==> config.mk <==
export PLATFORM = sky130hd
export DESIGN_NAME = frequency_text_to_hertz
export DESIGN_NICKNAME = d
export VERILOG_FILES = /design/src/rtl/fth_pkg.sv /design/src/rtl/fth_lane.sv /design/src/rtl/frequency_text_to_hertz.sv
export SDC_FILE = /design/constraint.sdc
export NUM_CORES = 2
export LEC_CHECK = 0
export BUFFER_PORTS_ARGS = -buffer_cell sky130_fd_sc_hd__buf_2
export CELL_PAD_IN_SITES_DETAIL_PLACEMENT = 2
export CELL_PAD_IN_SITES_GLOBAL_PLACEMENT = 2
export CORE_MARGIN = 2
export CORE_UTILIZATION = 42
export CTS_CLUSTER_SIZE = 16
export DETAILED_ROUTE_END_ITERATION = 7
export GPL_TIMING_DRIVEN = 0
export PLACE_DENSITY = 0.82
export REMOVE_ABC_BUFFERS = 1
export SYNTH_ARGS = -nofsm -noshare
export SYNTH_HDL_FRONTEND = slang
export SYNTH_HIERARCHICAL = 1
export SYNTH_SLANG_ARGS = --single-unit
==> constraint.sdc <==
create_clock -name clock -period 8.32 [get_ports clock]
set_input_delay 1.664 -clock clock [delete_from_list [all_inputs] [get_ports clock]]
set_output_delay 1.664 -clock clock [all_outputs]
set_load 0.005 [all_outputs]
==> src/rtl/fth_pkg.sv <==
// Shared types, codes and constant tables for the frequency text parser.
`timescale 1ns / 1ps
`default_nettype none

package fth_pkg;

   // Only the first nine fraction digits can reach a result in hertz (largest unit is 1e9).
   localparam int unsigned KeptFracDigits = 9;
   localparam int unsigned Frac3W         = 10;
   localparam int unsigned Frac6W         = 20;
   localparam int unsigned Frac9W         = 30;
   localparam int unsigned CntW           = 4;
   localparam int unsigned FreqW          = 64;
   localparam int unsigned WeightW        = 30;
   localparam int unsigned UnitCount      = 4;

   localparam logic [7:0] CharDot   = 8'h2E;
   localparam logic [7:0] CharSpace = 8'h20;
   localparam logic [7:0] CharTab   = 8'h09;
   localparam logic [7:0] CharZero  = 8'h30;
   localparam logic [7:0] CharNine  = 8'h39;
   localparam logic [7:0] CharUpA   = 8'h41;
   localparam logic [7:0] CharUpZ   = 8'h5A;
   localparam logic [7:0] CharLoA   = 8'h61;
   localparam logic [7:0] CharLoZ   = 8'h7A;
   localparam logic [7:0] CharH     = 8'h68;
   localparam logic [7:0] CharK     = 8'h6B;
   localparam logic [7:0] CharM     = 8'h6D;
   localparam logic [7:0] CharG     = 8'h67;
   localparam logic [7:0] CharZ     = 8'h7A;
   localparam logic [7:0] CaseShift = 8'h20;

   typedef enum logic [2:0] {
      PH_START,
      PH_INT,
      PH_FRAC,
      PH_BLANK,
      PH_UNIT,
      PH_DONE,
      PH_ERROR
   } phase_type;

   typedef enum logic [1:0] {
      STATUS_OK       = 2'd0,
      STATUS_NO_DIGIT = 2'd1,
      STATUS_BAD_UNIT = 2'd2,
      STATUS_OVERFLOW = 2'd3
   } status_type;

   typedef enum logic [1:0] {
      UNIT_HZ  = 2'd0,
      UNIT_KHZ = 2'd1,
      UNIT_MHZ = 2'd2,
      UNIT_GHZ = 2'd3
   } unit_type;

   typedef struct packed {
      logic       step;
      logic       clear;
      logic [3:0] digit;
   } lane_ctrl_type;

   function automatic logic [WeightW-1:0] pow10(input logic [3:0] n);
      logic [WeightW-1:0] p;
      unique case (n)
         4'd0:    p = 30'd1;
         4'd1:    p = 30'd10;
         4'd2:    p = 30'd100;
         4'd3:    p = 30'd1000;
         4'd4:    p = 30'd10000;
         4'd5:    p = 30'd100000;
         4'd6:    p = 30'd1000000;
         4'd7:    p = 30'd10000000;
         4'd8:    p = 30'd100000000;
         4'd9:    p = 30'd1000000000;
         default: p = '0;
      endcase
      return p;
   endfunction

   // Expected letter of a unit at a given position, lower case.
   function automatic logic [7:0] unit_letter(input unit_type s, input logic [1:0] pos);
      logic [7:0] c;
      c = 8'h00;
      if (pos == 2'd0) begin
         unique case (s)
            UNIT_HZ:  c = CharH;
            UNIT_KHZ: c = CharK;
            UNIT_MHZ: c = CharM;
            UNIT_GHZ: c = CharG;
         endcase
      end else if (s == UNIT_HZ) begin
         if (pos == 2'd1) begin
            c = CharZ;
         end
      end else if (pos == 2'd1) begin
         c = CharH;
      end else if (pos == 2'd2) begin
         c = CharZ;
      end
      return c;
   endfunction

   function automatic logic [1:0] unit_length(input unit_type s);
      return (s == UNIT_HZ) ? 2'd2 : 2'd3;
   endfunction

endpackage

`default_nettype wire

==> src/rtl/fth_lane.sv <==
// One integer accumulator lane: running integer part scaled by a fixed power of ten.
`timescale 1ns / 1ps
`default_nettype none

module fth_lane
   import fth_pkg::*;
(
   input  wire logic                  clock,
   input  wire logic                  reset,
   input  wire lane_ctrl_type         ctrl,
   input  wire logic [WeightW-1:0]    weight,
   output logic      [FreqW-1:0]      acc_nx,
   output logic                       ovf_nx
);

   logic [FreqW-1:0]   acc_ff;
   logic               ovf_ff;
   logic [FreqW+3:0]   acc_wide;
   logic [FreqW+3:0]   times_ten;
   logic [FreqW+3:0]   sum;
   logic [WeightW+3:0] dig_w;

   assign acc_wide  = {4'b0, acc_ff};
   assign times_ten = (acc_wide << 3) + (acc_wide << 1);
   assign dig_w     = {4'b0, weight} * {30'b0, ctrl.digit};
   assign sum       = times_ten + {34'b0, dig_w};

   // Overflow is sticky; the value is don't-care once it is set.
   always_comb begin
      acc_nx = acc_ff;
      ovf_nx = ovf_ff;
      if (ctrl.step) begin
         acc_nx = sum[FreqW-1:0];
         ovf_nx = ovf_ff | (|sum[FreqW+3:FreqW]);
      end
   end

   always_ff @(posedge clock) begin
      if (reset || ctrl.clear) begin
         acc_ff <= '0;
         ovf_ff <= 1'b0;
      end else begin
         acc_ff <= acc_nx;
         ovf_ff <= ovf_nx;
      end
   end

endmodule

`default_nettype wire

==> src/rtl/frequency_text_to_hertz.sv <==
// Top level: character parser, scaled accumulators, result add and output register.
// A finished string is held in the snapshot register, then in the result register on rsp_valid.
// Throughput: one character per cycle while req_ready is high; each of the four scaled
// accumulator lanes multiplies by ten combinationally; the final add sits in its own stage.
// Reset: synchronous, active high; clears the parse state and both valid flags.
`timescale 1ns / 1ps
`default_nettype none

module frequency_text_to_hertz
   import fth_pkg::*;
(
   input  wire logic             clock,
   input  wire logic             reset,
   input  wire logic             req_valid,
   output logic                  req_ready,
   input  wire logic [7:0]       req_ch,
   input  wire logic             req_last,
   output logic                  rsp_valid,
   input  wire logic             rsp_ready,
   output logic      [FreqW-1:0] rsp_freq_hz,
   output logic      [1:0]       rsp_status
);

   // parse state
   phase_type          phase_ff, phase_in, phase_nx;
   status_type         err_ff, err_in, err_nx;
   unit_type           scale_ff, scale_in, scale_nx;
   logic [1:0]         upos_ff, upos_in, upos_nx;
   logic [CntW-1:0]    cnt_ff, cnt_in, cnt_nx;
   logic [Frac3W-1:0]  frac3_ff, frac3_in, frac3_nx;
   logic [Frac6W-1:0]  frac6_ff, frac6_in, frac6_nx;
   logic [Frac9W-1:0]  frac9_ff, frac9_in, frac9_nx;

   // snapshot of a finished string
   logic               snap_valid_ff, snap_valid_in;
   status_type         snap_err_ff, snap_err_in;
   logic [FreqW-1:0]   snap_int_ff, snap_int_in;
   logic               snap_ovf_ff, snap_ovf_in;
   logic [Frac9W-1:0]  snap_frac_ff, snap_frac_in;

   // result register
   logic               rsp_valid_ff, rsp_valid_in;
   logic [FreqW-1:0]   rsp_freq_ff, rsp_freq_in;
   status_type         rsp_status_ff, rsp_status_in;

   logic               accept, out_free, snap_go;
   logic               ch_num, is_blank, is_letter;
   logic [7:0]         lc;
   logic [3:0]         dval;
   status_type         fin_err;
   lane_ctrl_type      lane_ctrl;
   logic [FreqW-1:0]   lane_acc [UnitCount];
   logic               lane_ovf [UnitCount];
   logic [FreqW:0]     total;

   assign out_free  = !rsp_valid_ff || rsp_ready;
   assign snap_go   = snap_valid_ff && out_free;
   assign req_ready = !snap_valid_ff || out_free;
   assign accept    = req_valid && req_ready;

   assign ch_num    = (req_ch >= CharZero) && (req_ch <= CharNine);
   assign dval      = req_ch[3:0];
   assign lc        = ((req_ch >= CharUpA) && (req_ch <= CharUpZ)) ? req_ch + CaseShift : req_ch;
   assign is_blank  = (lc == CharSpace) || (lc == CharTab);
   assign is_letter = (lc >= CharLoA) && (lc <= CharLoZ);

   assign lane_ctrl.step  = accept && ch_num && ((phase_ff == PH_START) || (phase_ff == PH_INT));
   assign lane_ctrl.clear = accept && req_last;
   assign lane_ctrl.digit = dval;

   for (genvar i = 0; i < UnitCount; i++) begin : g_lane
      fth_lane u_lane (
         .clock  (clock),
         .reset  (reset),
         .ctrl   (lane_ctrl),
         .weight (pow10(4'(3 * i))),
         .acc_nx (lane_acc[i]),
         .ovf_nx (lane_ovf[i])
      );
   end

   // Character step: effect of the current character on the parse state.
   always_comb begin
      phase_nx = phase_ff;
      err_nx   = err_ff;
      scale_nx = scale_ff;
      upos_nx  = upos_ff;
      cnt_nx   = cnt_ff;
      frac3_nx = frac3_ff;
      frac6_nx = frac6_ff;
      frac9_nx = frac9_ff;

      unique case (phase_ff)
         PH_START: begin
            if (ch_num) begin
               phase_nx = PH_INT;
            end else begin
               err_nx   = STATUS_NO_DIGIT;
               phase_nx = PH_ERROR;
            end
         end
         PH_INT, PH_FRAC, PH_BLANK: begin
            if (ch_num && (phase_ff != PH_BLANK)) begin
               if ((phase_ff == PH_FRAC) && (cnt_ff < CntW'(KeptFracDigits))) begin
                  cnt_nx   = cnt_ff + 1'b1;
                  frac9_nx = frac9_ff + pow10(4'd8 - cnt_ff) * Frac9W'(dval);
                  if (cnt_ff < 4'd6) begin
                     frac6_nx = frac6_ff + Frac6W'(pow10(4'd5 - cnt_ff) * Frac9W'(dval));
                  end
                  if (cnt_ff < 4'd3) begin
                     frac3_nx = frac3_ff + Frac3W'(pow10(4'd2 - cnt_ff) * Frac9W'(dval));
                  end
               end
            end else if ((phase_ff == PH_INT) && (req_ch == CharDot)) begin
               phase_nx = PH_FRAC;
            end else if (is_blank) begin
               phase_nx = PH_BLANK;
            end else if (is_letter) begin
               upos_nx  = 2'd1;
               phase_nx = PH_UNIT;
               priority case (lc)
                  CharH:   scale_nx = UNIT_HZ;
                  CharK:   scale_nx = UNIT_KHZ;
                  CharM:   scale_nx = UNIT_MHZ;
                  CharG:   scale_nx = UNIT_GHZ;
                  default: begin
                     upos_nx  = upos_ff;
                     err_nx   = STATUS_BAD_UNIT;
                     phase_nx = PH_ERROR;
                  end
               endcase
            end else begin
               // anything else closes the number in plain hertz
               scale_nx = UNIT_HZ;
               phase_nx = PH_DONE;
            end
         end
         PH_UNIT: begin
            if (lc == unit_letter(scale_ff, upos_ff)) begin
               upos_nx = upos_ff + 1'b1;
               if (upos_nx >= unit_length(scale_ff)) begin
                  phase_nx = PH_DONE;
               end
            end else begin
               err_nx   = STATUS_BAD_UNIT;
               phase_nx = PH_ERROR;
            end
         end
         default: begin
         end
      endcase
   end

   // a string that stops inside a unit counts as a bad unit
   assign fin_err = ((phase_nx == PH_UNIT) && (err_nx == STATUS_OK)) ? STATUS_BAD_UNIT : err_nx;

   always_comb begin
      phase_in = phase_ff;
      err_in   = err_ff;
      scale_in = scale_ff;
      upos_in  = upos_ff;
      cnt_in   = cnt_ff;
      frac3_in = frac3_ff;
      frac6_in = frac6_ff;
      frac9_in = frac9_ff;
      if (accept) begin
         if (req_last) begin
            phase_in = PH_START;
            err_in   = STATUS_OK;
            scale_in = UNIT_HZ;
            upos_in  = '0;
            cnt_in   = '0;
            frac3_in = '0;
            frac6_in = '0;
            frac9_in = '0;
         end else begin
            phase_in = phase_nx;
            err_in   = err_nx;
            scale_in = scale_nx;
            upos_in  = upos_nx;
            cnt_in   = cnt_nx;
            frac3_in = frac3_nx;
            frac6_in = frac6_nx;
            frac9_in = frac9_nx;
         end
      end
   end

   always_ff @(posedge clock) begin
      if (reset) begin
         phase_ff <= PH_START;
         err_ff   <= STATUS_OK;
         scale_ff <= UNIT_HZ;
         upos_ff  <= '0;
         cnt_ff   <= '0;
         frac3_ff <= '0;
         frac6_ff <= '0;
         frac9_ff <= '0;
      end else begin
         phase_ff <= phase_in;
         err_ff   <= err_in;
         scale_ff <= scale_in;
         upos_ff  <= upos_in;
         cnt_ff   <= cnt_in;
         frac3_ff <= frac3_in;
         frac6_ff <= frac6_in;
         frac9_ff <= frac9_in;
      end
   end

   // Snapshot: pick the lane and truncated fraction for the unit seen.
   always_comb begin
      snap_valid_in = snap_valid_ff;
      if (accept && req_last) begin
         snap_valid_in = 1'b1;
      end else if (snap_go) begin
         snap_valid_in = 1'b0;
      end
      snap_err_in = fin_err;
      unique case (scale_nx)
         UNIT_HZ: begin
            snap_int_in  = lane_acc[0];
            snap_ovf_in  = lane_ovf[0];
            snap_frac_in = '0;
         end
         UNIT_KHZ: begin
            snap_int_in  = lane_acc[1];
            snap_ovf_in  = lane_ovf[1];
            snap_frac_in = Frac9W'(frac3_nx);
         end
         UNIT_MHZ: begin
            snap_int_in  = lane_acc[2];
            snap_ovf_in  = lane_ovf[2];
            snap_frac_in = Frac9W'(frac6_nx);
         end
         UNIT_GHZ: begin
            snap_int_in  = lane_acc[3];
            snap_ovf_in  = lane_ovf[3];
            snap_frac_in = frac9_nx;
         end
      endcase
   end

   always_ff @(posedge clock) begin
      if (reset) begin
         snap_valid_ff <= 1'b0;
      end else begin
         snap_valid_ff <= snap_valid_in;
      end
   end

   always_ff @(posedge clock) begin
      if (accept && req_last) begin
         snap_err_ff  <= snap_err_in;
         snap_int_ff  <= snap_int_in;
         snap_ovf_ff  <= snap_ovf_in;
         snap_frac_ff <= snap_frac_in;
      end
   end

   // Result stage: integer plus fraction, with error and overflow handling.
   assign total = {1'b0, snap_int_ff} + (FreqW + 1)'(snap_frac_ff);

   always_comb begin
      rsp_valid_in = rsp_valid_ff;
      if (snap_go) begin
         rsp_valid_in = 1'b1;
      end else if (rsp_ready) begin
         rsp_valid_in = 1'b0;
      end
      if (snap_err_ff != STATUS_OK) begin
         rsp_freq_in   = '0;
         rsp_status_in = snap_err_ff;
      end else if (snap_ovf_ff || total[FreqW]) begin
         rsp_freq_in   = '1;
         rsp_status_in = STATUS_OVERFLOW;
      end else begin
         rsp_freq_in   = total[FreqW-1:0];
         rsp_status_in = STATUS_OK;
      end
   end

   always_ff @(posedge clock) begin
      if (reset) begin
         rsp_valid_ff <= 1'b0;
      end else begin
         rsp_valid_ff <= rsp_valid_in;
      end
   end

   always_ff @(posedge clock) begin
      if (snap_go) begin
         rsp_freq_ff   <= rsp_freq_in;
         rsp_status_ff <= rsp_status_in;
      end
   end

   assign rsp_valid   = rsp_valid_ff;
   assign rsp_freq_hz = rsp_freq_ff;
   assign rsp_status  = rsp_status_ff;

endmodule

`default_nettype wire

==> flow_summary.toml <==
[logic_synthesis]
synthMostInstantiatedCell = "inv_1"
ys_seq_elements = 498
synth_top_cells_by_count = "inv_1 (815), and2_1 (790), nand2_1 (673)"
seq_area_frac_synth = 0.1748
synth-async-reset-ratio = 0
synth_ff_type = "dfxtp_1"
synth_area_leaders = "fa_1 (19%), ha_1 (13%), dfxtp_1 (10%), and2_1 (7.4%), edfxtp_1 (7.4%)"
yosysUniqueCellTypes = 133
synth.top_cell.area_share = 0.1879
synth_edf_count = 163
syn_inst = 7670
synth_top_area_cell = "fa_1"
syn_area_mm2 = 0.06637
syn_area_per_cell_um2 = 8.653
ys_warn_count = 6

[clocking]
ctsHoldBuffers = 0
clk_latency_ns = 0.70
htreeDepth = 3
path_clk_slew_ns = 0.06
cts_tree = "built"
cts_sinks = 498
clock_path_buffers = 3
clockRootBuffer = "clkbuf_16"
cts_buffers = 72

[die]
die_w_um = 401.5
die_h_um = 401.5
start_util = 0.4239
die-area_mm2 = 0.1612
rows = 145
pin_count = 81
core-area_mm2 = 0.1566

[power_and_ir_drop]
power_frac_comb = 0.405
p_clk_frac = 0.329
p_sw_frac = 0.4042
power_frac_seq = 0.265
switchingPower_mw = 3.936
powerDensity_mw_per_mm2 = 132.9
p_leak_nw = 35.22
p_int_mw = 5.802
total_power_mw = 9.738
peakVddDrop_uv = 131.8

[routing]
antenna_left = 0
firstDrtPassIters = 7
drcViolationCount = 0
vias = 58020
drt_iter0_markers = 3128
wl_per_cell_um = 25.04
via_per_inst = 5.728
wirelength_mm = 253.7

[placed_design]
hpwl_mm = 197.6
placed_area_mm2 = 0.07085
place_congestion = 0.8880
portBuffers = 80

[final_layout]
syn2layout_area_growth_pct = 10.38
fin_area_mm2 = 0.07326
fill_cells = 17276
final_net_count = 9312
antenna_cells = 0
final_layout_size_suffix_gt1_frac = 0.07521
regArea_mm2 = 0.01160
multi_input_area_mm2 = 0.05197

[global_route]
overflow = 0
grt_pass1_vias = 67006
grt_usage = 0.3147
grt_pass1_wl_mm = 398.3
antenna_found_initial = 4
grt_max_degree = 108

[sta]
setup_viol = 0
min_period_ns = 8.088
grt_setup_unrepaired = "false"
period_share = 0.9721
tightest_slew_ns = 1.463
max_freq_mhz = 123.6
fin_skew_ns = 0.03348
slew_violations = 0
maxSlewHeadroom = 0.02139
hold_viol_final = 0

[setup_path]
critPathLaunch = "req_ch[0]"
critPathArrivalTime_ns = 8.49
path_class = "input pin to register"
crit_fanout = 97
crit_end = "snap_int_ff[62]"
r2r_cells = 22
cp-start-kind = "input pin"
regToRegSetupSlack_ns = 0.60
r2r-start = "cnt_ff[1]"
required_ns = 8.72
timing.rr.end = "snap_frac_ff[29]"
endpoint_kind = "register"

[status]
status = "completed"

[worst_hold_path]
hold_path_class = "register to register"
min_from = "frac9_ff[27]"

[job]
maxCapViolCount = 0
## timing repair
item,4_1_cts,5_1_grt
setup buffers,0,1
resized for setup,0,7
setup endpoints to repair,0,11
## cell type report
type,count,area share
Inverter,816,0.04188
Clock inverter,38,0.004868
Tap cell,2058,0.03515
Sequential cell,498,0.1584
Clock buffer,96,0.02736
Multi-Input combinational cell,6454,0.7095
Timing Repair Buffer,169,0.02287
## cell usage in the layout, fill, tap and decap left out, drive strengths merged, types with 154 or more instances in the layout
cell type	instances
inv	819
ha	665
nor2	358
fa	623
a21o	179
mux2	154
conb	480
xnor2	195
edfxtp	163
nand2	675
a21oi	558
and2	793
o21ai	311
dfxtp	335
buf	169
## kinds of logic after synthesis
family | count (synthesis) | synth area share
AND/OR/NAND/NOR | 2436 | 0.1906
AO/OA/AOI/OAI | 1724 | 0.1736
adder cells (fa/ha/maj) | 1289 | 0.3134
buffers and inverters | 1196 | 0.07126
flip-flops | 498 | 0.1748
XOR/XNOR | 342 | 0.04545
multiplexers | 183 | 0.03079
other | 2 | 0.0001132
## critical path: stages
cell      delay [ns]
buf_6           0.44
buf_16          0.42
nand2_1         0.16
fa_1            0.54
inv_1           0.06
fa_1            0.54
inv_1           0.06
fa_1            0.48
inv_1           0.05
ha_1            0.38
a21oi_1         0.26
o21ai_0         0.20
a221o_1         0.41
a21o_1          0.22
a211o_1         0.37
a21oi_2         0.39
o21ai_1         0.19
xor2_1          0.17
mux2_2          0.30
and2_1          0.15
a211oi_1        0.71
a31oi_1         0.12
## state kept, by name, summed over array words and instances, names as in the netlist
name / count
err_ff: 2
frac3_ff: 10
phase_ff: 3
rsp_status: 2
frac9_ff: 30
frac6_ff: 20
snap_frac_ff: 30
rsp_freq_hz: 64
scale_ff: 2
cnt_ff: 4
g_lane.u_lane/ovf_ff: 4
snap_int_ff: 64
g_lane.u_lane/acc_ff: 256
snap_ovf_ff: 1
upos_ff: 2
snap_err_ff: 2
snap_valid_ff: 1
rsp_valid: 1
## worst min-delay path by stage
stage                    to  cells past startpoint
2_1_floorplan  frac9_ff[27]                      2
3_3_place_gp   frac9_ff[27]                      2
3_5_place_dp   frac9_ff[27]                      2
4_1_cts        frac9_ff[27]                      2
5_1_grt        frac9_ff[25]                      2
6_report       frac9_ff[27]                      2
## routing by layer
layer	up-vias	track usage	share of wire	wire length, um
met5	-	0	0	0
met1	30078	0.3791	0.41	104800
met3	484	0.02979	0.029	7470
met4	0	0.1416	0.050	12730
li1	26335	-	-	-
met2	1123	0.5654	0.51	128600
## metrics by stage
step	instances	setup slack (ns)	setup TNS (ns)	util	hold slack, ns
6_report	10129	0.2325	0	0.4679	0.4753
5_1_grt	10129	0.02375	0	0.4679	0.5010
4_1_cts	10128	0.05606	0	0.4676	0.4718
3_5_place_dp	9994	-0.5674	-5.211	0.4525	0.4592
3_3_place_gp	9906	-67.22	-	0.4437	0.4417
2_1_floorplan	7768	-30.61	-8307.18	-	0.4303
## power by group through the flow
stage	Combinational (mW)	Sequential, mW	Clock, mW
4_1_cts	3.86	2.58	3.28
5_1_grt	4.37	2.58	3.35
3_3_place_gp	3.54	2.64	0
6_report	3.95	2.58	3.21
2_1_floorplan	2.68	2.62	0
3_5_place_dp	3.78	2.63	0
No activity file was read; power rests on OpenSTA's default activity.
